$ cat config.mk
export PLATFORM = sky130hd
export DESIGN_NAME = ldss_ctrl
export DESIGN_NICKNAME = d
export VERILOG_FILES = /design/src/rtl/lazy_delete_sampling_set_assert.svh /design/src/rtl/ldss_pkg.sv /design/src/rtl/ldss_ctrl.sv
export SDC_FILE = /design/constraint.sdc
export NUM_CORES = 1
export LEC_CHECK = 0
export ABC_AREA = 1
export BUFFER_PORTS_ARGS = -buffer_cell sky130_fd_sc_hd__buf_2
export CORE_MARGIN = 5
export CORE_UTILIZATION = 35
export DETAILED_ROUTE_END_ITERATION = 16
export HOLD_SLACK_MARGIN = 0.05
export PLACE_DENSITY_LB_ADDON = 0.25
export RECOVER_POWER = 50
export SLEW_MARGIN = 15
export SYNTH_ARGS = -nofsm -noshare
export SYNTH_HDL_FRONTEND = slang
export SYNTH_SLANG_ARGS = --single-unit
$ cat constraint.sdc
create_clock -name clock -period 1.6 [get_ports clock]
set_input_delay 0.32 -clock clock [delete_from_list [all_inputs] [get_ports clock]]
set_output_delay 0.32 -clock clock [all_outputs]
set_load 0.1 [all_outputs]
$ cat src/rtl/lazy_delete_sampling_set_assert.svh
// Assertion macros for the lazy-deletion sampling set.
// Used by the top level only; no other dependencies.
`ifndef LAZY_DELETE_SAMPLING_SET_ASSERT_SVH
`define LAZY_DELETE_SAMPLING_SET_ASSERT_SVH
`ifndef NO_ASSERTIONS
// consequent must hold in the cycle after the antecedent
`define LDSS_ASSERT_NEXT(lbl, ante, cons) \
   lbl: assert property (@(posedge clock) disable iff (reset) (ante) |=> (cons)) \
      else $error("ldss: next-cycle check failed");
// consequent must hold in the same cycle as the antecedent
`define LDSS_ASSERT_SAME(lbl, ante, cons) \
   lbl: assert property (@(posedge clock) disable iff (reset) (ante) |-> (cons)) \
      else $error("ldss: same-cycle check failed");
`else
`define LDSS_ASSERT_NEXT(lbl, ante, cons)
`define LDSS_ASSERT_SAME(lbl, ante, cons)
`endif
`endif

$ cat src/rtl/ldss_pkg.sv
// Shared widths, codes, command/status structs and the xorshift step
// for the lazy-deletion sampling set. No dependencies.
package ldss_pkg;

   localparam int VALUE_W       = 16;
   localparam int VALUE_SPACE   = 1 << VALUE_W;
   localparam int LIST_CAPACITY = 4096;
   localparam int LEN_W         = $clog2(LIST_CAPACITY + 1);
   localparam int IDX_W         = $clog2(LIST_CAPACITY);
   localparam int CMD_W         = 3;
   localparam int STATUS_W      = 3;
   localparam int FLAG_W        = 2;
   localparam int RNG_W         = 32;
   localparam int DIV_CNT_W     = $clog2(RNG_W + 1);
   localparam int RSP_DATA_W    = 32;
   localparam int RSP_USER_W    = 4;

   localparam logic [RNG_W-1:0] RNG_RESET = 32'd1234567;

   // command codes
   localparam logic [CMD_W-1:0] CMD_INSERT   = 3'd0;
   localparam logic [CMD_W-1:0] CMD_REMOVE   = 3'd1;
   localparam logic [CMD_W-1:0] CMD_CONTAINS = 3'd2;
   localparam logic [CMD_W-1:0] CMD_SIZE     = 3'd3;
   localparam logic [CMD_W-1:0] CMD_SAMPLE   = 3'd4;
   localparam logic [CMD_W-1:0] CMD_EXTRACT  = 3'd5;
   localparam logic [CMD_W-1:0] CMD_CLEAR    = 3'd6;
   localparam logic [CMD_W-1:0] CMD_COMPACT  = 3'd7;

   // status codes
   localparam logic [STATUS_W-1:0] ST_OK      = 3'd0;
   localparam logic [STATUS_W-1:0] ST_PRESENT = 3'd1;
   localparam logic [STATUS_W-1:0] ST_ABSENT  = 3'd2;
   localparam logic [STATUS_W-1:0] ST_EMPTY   = 3'd3;
   localparam logic [STATUS_W-1:0] ST_FULL    = 3'd4;

   // membership flags
   localparam logic [FLAG_W-1:0] FLAG_ABSENT = 2'd0;
   localparam logic [FLAG_W-1:0] FLAG_LIVE   = 2'd1;
   localparam logic [FLAG_W-1:0] FLAG_STALE  = 2'd2;

   typedef struct packed {
      logic accept;
      logic clr_step;
      logic frd_value;
      logic frd_elem;
      logic exec_single;
      logic set_empty;
      logic rng_start;
      logic div_step;
      logic idx_from_rem;
      logic idx_clear;
      logic idx_inc;
      logic lrd_idx;
      logic lrd_last;
      logic cap_elem;
      logic cap_flag;
      logic cap_last;
      logic drop;
      logic set_vout;
      logic flag_clear_elem;
      logic list_clear;
      logic stale_clear;
      logic load_rsp;
   } ctrl_cmd_type;

   typedef struct packed {
      logic [CMD_W-1:0] cmd;
      logic             sweep_done;
      logic             empty_set;
      logic             div_done;
      logic             idx_at_end;
      logic             stale_zero;
      logic             stale_ok;
      logic             elem_live;
      logic             rsp_free;
   } dp_status_type;

   // one xorshift32 step
   function automatic logic [RNG_W-1:0] xorshift_next(input logic [RNG_W-1:0] x);
      logic [RNG_W-1:0] y;
      y = x ^ (x << 13);
      y = y ^ (y >> 17);
      y = y ^ (y << 5);
      return y;
   endfunction

endpackage

$ cat src/rtl/ldss_ctrl.sv
// Sequencer for the lazy-deletion sampling set: issues datapath commands.
// Depends on ldss_pkg.
module ldss_ctrl (
   input  logic                         clock,
   input  logic                         reset,
   input  logic                         req_tvalid,
   input  logic [ldss_pkg::CMD_W-1:0]   req_tuser,
   input  ldss_pkg::dp_status_type      sts,
   output logic                         req_tready,
   output ldss_pkg::ctrl_cmd_type       ctl
);

   localparam logic [3:0] S_SWEEP  = 4'd0;
   localparam logic [3:0] S_IDLE   = 4'd1;
   localparam logic [3:0] S_FRD    = 4'd2;
   localparam logic [3:0] S_FEX    = 4'd3;
   localparam logic [3:0] S_DRAW   = 4'd4;
   localparam logic [3:0] S_DIV    = 4'd5;
   localparam logic [3:0] S_LRD    = 4'd6;
   localparam logic [3:0] S_LCAP   = 4'd7;
   localparam logic [3:0] S_FRD2   = 4'd8;
   localparam logic [3:0] S_FCAP   = 4'd9;
   localparam logic [3:0] S_DEC    = 4'd10;
   localparam logic [3:0] S_DROP   = 4'd11;
   localparam logic [3:0] S_CMP_RD = 4'd12;
   localparam logic [3:0] S_CLR_RD = 4'd13;
   localparam logic [3:0] S_CLR_WR = 4'd14;
   localparam logic [3:0] S_DONE   = 4'd15;

   logic [3:0] state_ff;
   logic [3:0] state_in;

   // next state and commands
   always_comb begin
      state_in   = state_ff;
      ctl        = '0;
      req_tready = 1'b0;
      unique case (state_ff)
         S_SWEEP: begin
            ctl.clr_step = 1'b1;
            if (sts.sweep_done) begin
               state_in = S_IDLE;
            end
         end
         S_IDLE: begin
            req_tready = 1'b1;
            if (req_tvalid) begin
               ctl.accept    = 1'b1;
               ctl.idx_clear = 1'b1;
               unique case (req_tuser) inside
                  ldss_pkg::CMD_INSERT, ldss_pkg::CMD_REMOVE,
                  ldss_pkg::CMD_CONTAINS:                     state_in = S_FRD;
                  ldss_pkg::CMD_SIZE:                         state_in = S_DONE;
                  ldss_pkg::CMD_SAMPLE, ldss_pkg::CMD_EXTRACT: state_in = S_DRAW;
                  ldss_pkg::CMD_CLEAR:                        state_in = S_CLR_RD;
                  default:                                    state_in = S_CMP_RD;
               endcase
            end
         end
         S_FRD: begin
            ctl.frd_value = 1'b1;
            state_in      = S_FEX;
         end
         S_FEX: begin
            ctl.exec_single = 1'b1;
            state_in        = S_DONE;
         end
         S_DRAW: begin
            if (sts.empty_set) begin
               ctl.set_empty = 1'b1;
               state_in      = S_DONE;
            end else begin
               ctl.rng_start = 1'b1;
               state_in      = S_DIV;
            end
         end
         S_DIV: begin
            if (sts.div_done) begin
               ctl.idx_from_rem = 1'b1;
               state_in         = S_LRD;
            end else begin
               ctl.div_step = 1'b1;
            end
         end
         S_LRD: begin
            ctl.lrd_idx = 1'b1;
            state_in    = S_LCAP;
         end
         S_LCAP: begin
            ctl.cap_elem = 1'b1;
            state_in     = (sts.cmd == ldss_pkg::CMD_CLEAR) ? S_CLR_WR : S_FRD2;
         end
         S_FRD2: begin
            ctl.frd_elem = 1'b1;
            state_in     = S_FCAP;
         end
         S_FCAP: begin
            ctl.cap_flag = 1'b1;
            ctl.lrd_last = 1'b1;
            state_in     = S_DEC;
         end
         S_DEC: begin
            ctl.cap_last = 1'b1;
            state_in     = S_DROP;
            if (sts.elem_live) begin
               if (sts.cmd == ldss_pkg::CMD_COMPACT) begin
                  ctl.idx_inc = 1'b1;
                  state_in    = S_CMP_RD;
               end else if (sts.cmd == ldss_pkg::CMD_SAMPLE) begin
                  ctl.set_vout = 1'b1;
                  state_in     = S_DONE;
               end
            end
         end
         S_DROP: begin
            ctl.drop = 1'b1;
            if (sts.cmd == ldss_pkg::CMD_COMPACT) begin
               state_in = S_CMP_RD;
            end else if (sts.elem_live) begin
               ctl.set_vout = 1'b1;
               state_in     = S_DONE;
            end else begin
               state_in = S_DRAW;
            end
         end
         S_CMP_RD: begin
            if (sts.idx_at_end || sts.stale_zero) begin
               ctl.stale_clear = 1'b1;
               state_in        = S_DONE;
            end else begin
               state_in = S_LRD;
            end
         end
         S_CLR_RD: begin
            if (sts.idx_at_end) begin
               ctl.list_clear = 1'b1;
               state_in       = S_DONE;
            end else begin
               state_in = S_LRD;
            end
         end
         S_CLR_WR: begin
            ctl.flag_clear_elem = 1'b1;
            ctl.idx_inc         = 1'b1;
            state_in            = S_CLR_RD;
         end
         S_DONE: begin
            if (sts.rsp_free) begin
               ctl.load_rsp = 1'b1;
               state_in     = S_IDLE;
            end
         end
         default: state_in = S_IDLE;
      endcase
   end

   // state register; reset starts the flag clearing sweep
   always_ff @(posedge clock) begin
      if (reset) begin
         state_ff <= S_SWEEP;
      end else begin
         state_ff <= state_in;
      end
   end

endmodule

=== After elaboration in Yosys (flattened, before gate mapping) ===
Cells that the tools add are included.

* Logic and storage cells: 84
* Input port bits: 17
* Output and inout bits: 23
* Flip-flop bits (word level): 4

* Mux-type cells: 49
* Reductions and logical operators: 6
* Equality and inequality tests: 28

{| class="wikitable"
|+ Operator list
! cell !! number
|-
| $pmux W4 S16 || 1
|-
| $mux W4 || 11
|-
| $eq A4 B4 Y1 const B || 8
|-
| $mux W1 || 30
|-
| $eq A3 B3 Y1 const B || 6
|-
| $eq A4 B3 Y1 const B || 4
|-
| $pmux W4 S4 || 1
|-
| $eq A4 B2 Y1 const B || 2
|-
| $ne A2 B2 Y1 const B || 4
|-
| $eq A3 B2 Y1 const B || 2
|-
| $mux W3 || 2
|-
| $eq A4 B1 Y1 const B || 1
|-
| $logic_not A4 Y1 || 1
|-
| $mux W2 || 2
|-
| $pmux W1 S2 || 2
|-
| $reduce_and A4 Y1 || 1
|-
| $eq A3 B1 Y1 const B || 1
|-
| $logic_not A3 Y1 || 1
|-
| $reduce_or A3 Y1 || 1
|-
| $reduce_or A2 Y1 || 1
|-
| $logic_or A1 B1 Y1 || 1
|}

=== Depth between registers and ports, before layout ===
Gate-level depths: netlist of the first run.

* Word-level depth: 5
* Depth in mapped cells: 9
* Gate-level depth less buffers: 9

=== Least setup slack after synthesis of the first run ===
No wires, ideal clock.

* Path type: flip-flop to output port
* From: register state_ff[2]
* To: output port ctl[4] (netlist name)
* Cell stages (with the launch flop): 6
* Data required time: 1.280 ns
* Buffers on the path: 0
* Slack: -2.452 ns
* Data arrival time: 3.732 ns
* Cell sequence: dfxtp_1 inv_1 nand2_1 nor2_2 inv_2 o31ai_1

{| class="wikitable"
|+ RTL lines
! element !! line !! RTL
|-
| from (decl) || ldss_ctrl.sv:30 || <nowiki>logic [3:0] state_ff;</nowiki>
|-
| from (signal assigned) || ldss_ctrl.sv:162 || <nowiki>state_ff <= state_in;</nowiki>
|-
| to (decl) || ldss_ctrl.sv:10 || <nowiki>output ldss_pkg::ctrl_cmd_type ctl</nowiki>
|}

==> results of run 1 <==
[metal layers]
layer / wire, um / part of all wire
met1: 1010 / 0.37
met2: 1400 / 0.52
met3: 172 / 0.064
met4: 123 / 0.045
met5: 0 / 0
[power by group]
group	internal, uW	switching [uW]	total, uW
logic	680	1440	2120
registers	167	108	275
clock network	84.1	44.1	128
[through the flow]
| step | total power, uW | TNS [ns] | util | cells |
|---|---|---|---|---|
| after global routing | 2640 | -1.20 | 0.825 | 211 |
| after floorplan | 1620 | -3.68 | - | 139 |
| after global placement | 2180 | 0 | 0.752 | 202 |
| after detailed placement | 2200 | 0 | 0.752 | 202 |
| final | 2520 | -0.443 | 0.825 | 211 |
| after CTS | 2420 | -0.266 | 0.795 | 207 |
[synthesized netlist by cell type, drive strengths merged]
| library cell | number |
|---|---|
| inv | 32 |
| o21ai | 4 |
| nor2 | 29 |
| nand3 | 12 |
| a21oi | 5 |
| dfxtp | 4 |
| buf | 2 |
| o31ai | 1 |
| nand2 | 47 |
| nand4 | 2 |
| nor3 | 1 |
[worst paths after layout]
check,endpoint,slack (ns),depth (start not counted)
worst min register to register,state_ff[3],0.79,4
worst min-delay path,state_ff[2],0.27,2
worst max-delay path,ctl[4],-0.14,5
worst max register to register,state_ff[1],0.15,11
[kinds of logic (layout without fill, tap and decap cells)]
kind of cell | count (synthesis) | in the layout | share of synthesized area
buffers and inverters | 34 | 81 | 0.208
AND/OR/NAND/NOR | 91 | 91 | 0.587
flip-flops | 4 | 4 | 0.124
AO/OA/AOI/OAI | 10 | 10 | 0.0811
[layout make-up]
cell class / instances / area [um^2]
fill: 113 / 305
clock buffer: 3 / 22.5
tap: 25 / 31.3
timing repair buffer: 46 / 596
inverter: 32 / 134
multi-input combinational: 101 / 562
sequential: 4 / 95.1
[critical path: cells and delay by family (launching register included)]
| kind | cells | cell delay (ns) |
|---|---|---|
| AO/OA/AOI/OAI | 1 | 0.11 |
| buffers and inverters | 1 | 0.21 |
| flip-flops | 1 | 0.41 |
| AND/OR/NAND/NOR | 3 | 0.44 |
[timing repair]
item                                   CTS  global route
resized for setup                       14             9
endpoints found under the hold margin    0             0
hold buffers                             0             0
setup buffers                            2             4
setup endpoints to repair               14            16
pin swaps                                3             0
==> key figures, run 1 <==
Placement
  – Place WS: 0.119 ns
  – DP HPWL: roughly 2.0 mm
  – Dpl cell area: approximately 0.0013 mm^2
  – RD Place Congestion: 0.917
  – Port Buf Inserts: 38

Critical path
  – Crit path required time: 1.28 ns
  – Crit Path Category: flop to output pin
  – Worst-path cell chain: nand2_2 -> nor2_4 -> nand3_1 -> o31ai_4 -> buf_12
  – Reg2Reg Launch Point: state_ff[0]
  – Crit. End Element: output pin
  – Slowest stage cell, crit path: dfxtp_4
  – Worst path max stage delay: 0.41 ns
  – Arrival time worst endpoint: about 1.4 ns
  – Worst-path fanout max: 5
  – Critical Path Source: state_ff[1]
  – CP Launch Type: flop

Die
  – Core area: 0.00175 mm^2
  – # rows: 15
  – Die ar.: 0.00281 mm^2
  – Die W: about 53 um
  – Die Ht: 53.0 um
  – Initial Util: 0.371
  – I/O pin count: 40

CTS
  – Clk_lat worst skew: between 0.2 and 0.25 ns
  – Num Clock Sinks: 4
  – Clk slew on worst S/H paths: 0.04 ns
  – Clock Path Buffers: 2
  – CTS root buf: clkbuf_4
  – H-tree lvl count: 1
  – CTS tree: yes
  – TritonCTS buffer count: 3

GRT
  – Largest net degree at the start of global routing: 7
  – GRT Max-Usage Layer: met2
  – Vias in the first global route: 915
  – Antenna violations before repair: 0
  – GR Util met3: 0.0141
  – GRT overflow: 0
  – GRT Util Overall: 0.183
  – Met1 usage: 0.224
  – GR Util met2: 0.324
  – First-pass GRT wire length: slightly below 4 mm

Worst hold path
  – Hold wc startpoint: reset
  – Worst min path class: input pin to flop

Finish
  – Reg with most FFs: state_ff
  – Synth-to-Final Area Change: 122%
  – Share of layout cells above drive strength 1: 0.478
  – Commonest non-fill, non-tap cells in the layout: nand2_1 (39), buf_12 (23), inv_1 (21)
  – Top Registers: state_ff: 4 flops
  – Post-layout instance area: 0.00144 mm^2
  – Most common cell after layout, fill and taps aside: nand2_1
  – Largest register FFs: 4
  – Diode count: 0
  – Fin nets: 205

STA
  – Clk_skew: 0.00308 ns
  – Worst hold margin: 0.267 ns
  – Setup violators final: 9
  – FMAX: around 580 MHz
  – RSZ-0062 raised after global routing: yes
  – Minimum clock period: 1.74 ns
  – Tcrit/Tclk final: 1.08
  – Final Hold Viols: 0
  – Max-slew headroom at the worst pin: 0.827
  – Worst-margin pin slew: 0.260 ns
  – Slew Limit Fails: 0
  – Worst Slack Setup Final: -0.136 ns

Drt
  – Wire per inst: 12.8 um
  – Vias after detailed routing: 1050
  – DRC errors left: 0
  – DRT Wirelength: 2.71 mm
  – Initial DRC count: 36
  – Initial DRT Pass Iterations: 4
  – Vias per inst: 4.98
  – Post-route ant nets: 0

Run status
  – Failing checks: setup timing
  – Status: finished, violations left

Logic synthesis
  – Synthesized area: 648 um^2
  – Syn avg cell area: 4.66 um^2
  – Ys Warns: 0
  – Synth top area cells: nand2_1 (27%), inv_1 (16%), nor2_1 (14%)
  – Syn nets: between 150 and 200
  – Cell count after synthesis: between 100 and 150
  – Number of library cell types mapped by synthesis: 16
  – Post-synthesis sequential area ratio: 0.124
  – Top-area cell type share of the netlist area: 0.266
  – Yosys top cell by area: nand2_1
  – Synthesized flop and latch total: 4

Power and ir drop
  – Worst VDD drop: 1580 uV
  – Power per cell area: about 1700 mW/mm^2
  – Pleak: 0.000753 uW

Run
  – Max Cap Violations: 0
Note: power is estimated with default switching activity, not from simulation.
==> run 2, diff against run 1 <==
==> constraint.sdc (replaced) <==
create_clock -name clock -period 2 [get_ports clock]
set_input_delay 0.4 -clock clock [delete_from_list [all_inputs] [get_ports clock]]
set_output_delay 0.4 -clock clock [all_outputs]
set_load 0.1 [all_outputs]
==> run 2 against run 1 <==
  * The run now ends clean
  * Sequential power fell by 36%
  * Cell count shrank 3.8%
  * Register-to-register slack improved by 0.33 ns
  * Global-route usage down 2.1 points
  * Die area stayed put
  * Largest power group unchanged
  * Largest cell class is now multi-input combinational cells
  * Total power decreased by 38%
  * Utilization down 26 points
  * Wire length fell by 24%
==> key figures, run 2 (synthesized netlist as in run 1, its figures left out) <==
Power and ir drop
  – Power per cell area: 1600 mW/mm^2 (-8.4%)
  – Sw frac: 0.704 (+0.0738)
  – Sequential group share of total power: 0.111 (+0.002)
  – Power Total: 1570 uW (-38%)
  – Pleak: 0.000644 uW (-15%)
  – Sw Pwr: 1110 uW (-30%)
  – Internal power: 465 uW (-50%)
  – Clk pwr share: 0.067 (+0.016)
  – Worst VDD drop: 972 uV (-38%)
  – Gate power share: 0.821 (-0.019)

CTS
  – # hold bufs at CTS: 0 (unchanged)
  – H-tree lvl count: 1 (unchanged)
  – TritonCTS buffer count: 3 (unchanged)
  – Clk slew on worst S/H paths: 0.04 ns (about the same)
  – Clock Path Buffers: 2 (unchanged)
  – CTS root buf: clkbuf_4
  – Resized cells post-CTS: 0 (-14)
  – Setup bufs post-CTS: 0 (-2)
  – Num Clock Sinks: 4 (unchanged)
  – CTS tree: yes
  – Clk_lat worst skew: 0.24 ns (about the same)

Critical path
  – Arrival time worst endpoint: 1.52 ns (+0.10 ns)
  – Crit. End Element: output pin
  – Crit Path Category: flop to output pin
  – Worst-path fanout max: 6 (+1)
  – CP Launch Type: flop
  – Crit path required time: 1.60 ns (+0.32 ns)
  – Reg2reg path depth: 8 (-3)

Finish
  – Synth-to-Final Area Change: 51.2%
  – Post-layout instance area: 980 um^2 (-32%)
  – Top Registers: state_ff: 4 flops
  – Most common cell after layout, fill and taps aside: nand2_1
  – Commonest non-fill, non-tap cells in the layout: nand2_1 (45), buf_2 (27), inv_1 (25)
  – Diode count: 0 (unchanged)
  – Share of layout cells above drive strength 1: 0.371 (-0.108)
  – Reg with most FFs: state_ff
  – Fillers: 197 (+74%)
  – Largest register FFs: 4 (unchanged)
  – Fin nets: 197 (-3.9%)

Drt
  – Post-route ant nets: 0 (unchanged)
  – Vias after detailed routing: 926 (-12%)
  – DRT Wirelength: 2.05 mm (-24%)
  – Initial DRC count: 18 (-50%)
  – Initial DRT Pass Iterations: 4 (unchanged)
  – DRC errors left: 0 (unchanged)
  – Vias per inst: 4.56 (-8.3%)
  – Wire per inst: 10.1 um (-21%)

STA
  – FMAX: 520 MHz
  – Worst hold margin: 0.360 ns (+0.0925 ns)
  – Final Hold Viols: 0 (unchanged)
  – Minimum clock period: 1.92 ns
  – Worst Slack Setup Final: 0.0760 ns (+0.212 ns)
  – Tcrit/Tclk final: 0.962
  – Slew Limit Fails: 0 (unchanged)
  – Max-slew headroom at the worst pin: 0.639 (-0.189)
  – Setup violators final: 0 (-9)
  – Worst-margin pin slew: 0.544 ns (+0.284 ns)
  – RSZ-0062 raised after global routing: no
  – Clk_skew: 0.00341 ns (+0.000327 ns)

Placement
  – Dpl cell area: 985 um^2 (-25%)
  – RD Place Congestion: 0.822 (-10%)
  – Port Buf Inserts: 38 (unchanged)
  – Place WS: 0.353 ns (+0.234 ns)
  – DP HPWL: 1.80 mm (-9.1%)

Die
  – Die Ht: 53.0 um (unchanged)
  – Initial Util: 0.371 (unchanged)
  – Die W: 53.0 um (unchanged)
  – Die ar.: 0.00281 mm^2 (unchanged)
  – I/O pin count: 40 (unchanged)
  – Core area: 0.00175 mm^2 (unchanged)
  – # rows: 15 (unchanged)

Worst hold path
  – WHS Path Cells: 2 (unchanged)
  – Worst min path class: input pin to flop

Run status
  – Status: finished, final reports clean

GRT
  – Vias in the first global route: 839 (-8.3%)
  – First-pass GRT wire length: 3.47 mm (-11%)
  – GRT Util Overall: 0.162 (-0.0212)
  – GRT overflow: 0 (unchanged)
  – Largest net degree at the start of global routing: 7 (unchanged)
  – Antenna violations before repair: 0 (unchanged)

Run
  – Max Cap Violations: 0 (unchanged)
[run 2: cell types whose count changed in the layout (fill, tap and decap cells not counted), sizes merged]
cell	before	now
buf	46	31
clkbuf	3	10
[run 2: path summary, 6_finish.rpt]
kind | startpoint | to | slack (ns)
min | reset | state_ff[3] | 0.36
max reg2reg | state_ff[3] | state_ff[2] | 0.48
max | state_ff[3] | ctl[1] | 0.08
min reg2reg | state_ff[3] | state_ff[0] | 0.77
[run 2: through the flow]
| step | util | std cells | TNS, ns |
|---|---|---|---|
| floorplan | - | 139 | -1.30 |
| global placement | 0.564 | 200 | 0 |
| detailed placement | 0.564 | 200 | 0 |
| CTS | 0.577 | 203 | 0 |
| global route | 0.561 | 203 | 0 |
| finish | 0.561 | 203 | 0 |
[run 2: worst max-delay path, cell delays in order (launching register included)]
cell     delay [ns]
dfxtp_2        0.37
nand2_1        0.08
inv_1          0.16
nand3_1        0.16
inv_1          0.08
buf_2          0.42
[run 2: power by group through the flow]
stage / registers (uW) / clock network [uW] / logic (uW)
after CTS: 173 / 107 / 1300
final: 175 / 106 / 1290
after global routing: 178 / 112 / 1390
after floorplan: 164 / 0 / 1070
after global placement: 173 / 0 / 1290
after detailed placement: 174 / 0 / 1300
[run 2: routing by layer]
| layer | part of all wire | vias to the layer above | wire length (um) | global-route usage |
|---|---|---|---|---|
| li1 | - | 497 | - | - |
| met5 | 0 | - | 0 | 0 |
| met3 | 0.067 | 2 | 138 | 0.0225 |
| met2 | 0.49 | 28 | 1010 | 0.300 |
| met4 | 0.0078 | 0 | 16 | 0.0255 |
| met1 | 0.43 | 399 | 886 | 0.198 |
[run 2: layout make-up]
| type | count | area, um^2 | area share |
|---|---|---|---|
| Multi-Input combinational cell | 101 | 492 | 0.502 |
| Clock buffer | 3 | 22.5 | 0.0230 |
| Sequential cell | 4 | 85.1 | 0.0868 |
| Tap cell | 25 | 31.3 | 0.0319 |
| Inverter | 32 | 124 | 0.126 |
| Timing Repair Buffer | 38 | 225 | 0.230 |
==> run 3, diff against run 2 <==
--- a/config.mk
+++ b/config.mk
@@ -10,6 +10,7 @@
 export CORE_MARGIN = 5
 export CORE_UTILIZATION = 35
 export DETAILED_ROUTE_END_ITERATION = 16
+export GPL_TIMING_DRIVEN = 0
 export HOLD_SLACK_MARGIN = 0.05
 export PLACE_DENSITY_LB_ADDON = 0.25
 export RECOVER_POWER = 50
==> run 3 against run 2 <==
  * Hold slack improved by 0.0079 ns
  * Via count shrank 0.76%
  * Critical endpoint is now ctl[4]
  * Utilization is 0.072 points higher
  * Global-route usage is 0.47 points lower
  * Largest power group unchanged
  * Sequential share of layout area barely moved
  * Cell area is 0.13% higher
==> key figures, run 3 (synthesized netlist as in run 1, its figures left out) <==
Run status
  – Status: finished, final reports clean

Critical path
  – Crit Reg-Reg Endpoint: state_ff[0]
  – Crit path required time: 1.60 ns (about the same)
  – R2r setup slk: 0.49 ns (about the same)
  – Crit. End Element: output pin
  – Critical Path Source: state_ff[1]
  – Worst-path fanout max: 5 (-1)
  – CP Launch Type: flop
  – CP Capture Point: ctl[4]
  – Reg2reg path depth: 9 (+1)
  – Reg2Reg Launch Point: state_ff[3]
  – Crit Path Category: flop to output pin
  – Arrival time worst endpoint: 1.50 ns (-0.02 ns)

Finish
  – Commonest non-fill, non-tap cells in the layout: nand2_1 (45), inv_1 (25), buf_2 (25)
  – Reg with most FFs: state_ff
  – Footprint of the multi-input gates: 494 um^2 (+0.51%)
  – Register area: 85.1 um^2 (unchanged)
  – Most common cell after layout, fill and taps aside: nand2_1
  – Post-layout instance area: 981 um^2 (+0.13%)
  – Non-Filler Instances: 205 (+0.99%)
  – Fillers: 202 (+2.5%)
  – Fin nets: 199 (+1.0%)
  – Largest register FFs: 4 (unchanged)
  – Synth-to-Final Area Change: 51.4%
  – Share of layout cells above drive strength 1: 0.383 (+0.0125)
  – Diode count: 0 (unchanged)
  – Top Registers: state_ff: 4 flops
  – Final core utilization: 0.562 (+0.000717)

CTS
  – TritonCTS buffer count: 3 (unchanged)
  – Clock Path Buffers: 2 (unchanged)
  – # hold bufs at CTS: 0 (unchanged)
  – H-tree lvl count: 1 (unchanged)
  – Resized cells post-CTS: 1 (+1)
  – Num Clock Sinks: 4 (unchanged)
  – Clk_lat worst skew: 0.23 ns (about the same)
  – Clk slew on worst S/H paths: 0.04 ns (about the same)
  – CTS tree: yes
  – Setup bufs post-CTS: 0 (unchanged)
  – CTS root buf: clkbuf_4

Die
  – I/O pin count: 40 (unchanged)
  – Die ar.: 0.00281 mm^2 (unchanged)
  – Core area: 0.00175 mm^2 (unchanged)
  – Die W: 53.0 um (unchanged)
  – Die Ht: 53.0 um (unchanged)
  – Initial Util: 0.371 (unchanged)
  – # rows: 15 (unchanged)

GRT
  – GR Util met2: 0.295 (-0.00413)
  – Largest net degree at the start of global routing: 7 (unchanged)
  – First-pass GRT wire length: 3.42 mm (-1.4%)
  – GRT Util Overall: 0.157 (-0.00467)
  – Met1 usage: 0.184 (-0.0134)
  – Vias in the first global route: 855 (+1.9%)
  – Antenna violations before repair: 0 (unchanged)
  – GRT Max-Usage Layer: met2
  – GR Util met3: 0.0338 (+0.0113)
  – GRT overflow: 0 (unchanged)

STA
  – Tcrit/Tclk final: 0.949 (-0.0132)
  – Final Hold Viols: 0 (unchanged)
  – Worst hold margin: 0.367 ns (+0.00794 ns)
  – Worst-margin pin slew: 0.543 ns (-0.00129 ns)
  – Minimum clock period: 1.90 ns (-0.0264 ns)
  – Clk_skew: 0.00305 ns (-0.000353 ns)
  – Setup_tns: 0 ns (unchanged)
  – FMAX: 527 MHz (+1.4%)
  – Setup violators final: 0 (unchanged)
  – RSZ-0062 raised after global routing: no
  – Max-slew headroom at the worst pin: 0.639 (+0.000858)
  – Slew Limit Fails: 0 (unchanged)

Drt
  – Wire per inst: 9.57 um (-5.3%)
  – DRT Wirelength: 1.96 mm (-4.4%)
  – DRC errors left: 0 (unchanged)
  – Vias after detailed routing: 919 (-0.76%)
  – Post-route ant nets: 0 (unchanged)
  – Initial DRC count: 10 (-8)
  – Initial DRT Pass Iterations: 4 (unchanged)
  – Vias per inst: 4.48 (-1.7%)

Placement
  – Port Buf Inserts: 38 (unchanged)
  – DP HPWL: 1.78 mm (-1.3%)
  – Dpl cell area: 940 um^2 (-4.6%)
  – RD Place Congestion: 0.820 (-0.19%)
  – Dpl cells: 202 (+1.0%)

Power and ir drop
  – Pleak: 0.000648 uW (+0.70%)
  – Worst VDD drop: 865 uV (-11%)
  – Power per cell area: 1570 mW/mm^2 (-2.3%)

Worst hold path
  – Worst min path class: input pin to flop

Run
  – Max Cap Violations: 0 (unchanged)
-- run 3: cell count changes in the layout (fill, tap and decap cells not counted) --
cell / delta
buf_2: -2
buf_12: -2
nor2_1: -1
nor2_2: +1
clkbuf_4: +5
buf_6: +1
-- run 3: area by class of cell --
class,count,area share
inverter,32,0.126
timing repair buffer,38,0.213
multi-input combinational,101,0.504
buffer,2,0.0153
clock buffer,3,0.0230
sequential,4,0.0867
tap,25,0.0319
-- run 3: critical path, cell delays in order (launching register included) --
cell	delay [ns]
dfxtp_2	0.38
nand2_1	0.13
nor2_4	0.13
inv_2	0.07
o31ai_4	0.20
clkbuf_4	0.36
-- run 3: through the flow --
step                      power, uW  setup slack, ns
final                          1540            0.102
after global routing           1660          0.00101
after CTS                      1540          0.00265
after detailed placement       1430            0.180
after global placement         1430            0.196
after floorplan                1230           -0.427
-- run 3: worst min path at each step --
stage | start | to | depth (start not counted)
after detailed placement | reset | state_ff[3] | 2
after CTS | reset | state_ff[3] | 2
after floorplan | reset | state_ff[1] | 1
after global placement | reset | state_ff[3] | 2
final | reset | state_ff[3] | 2
after global routing | reset | state_ff[3] | 2
-- run 3: power breakdown --
part           internal (uW)  switching [uW]  total [uW]
clock                   66.8            28.6        95.4
combinational            260            1010        1270
sequential               121            52.3         174
-- run 3: layer usage --
layer	vias up	routed length, um
li1	496	-
met1	399	853
met2	24	983
met3	0	125
met4	0	0
met5	-	0
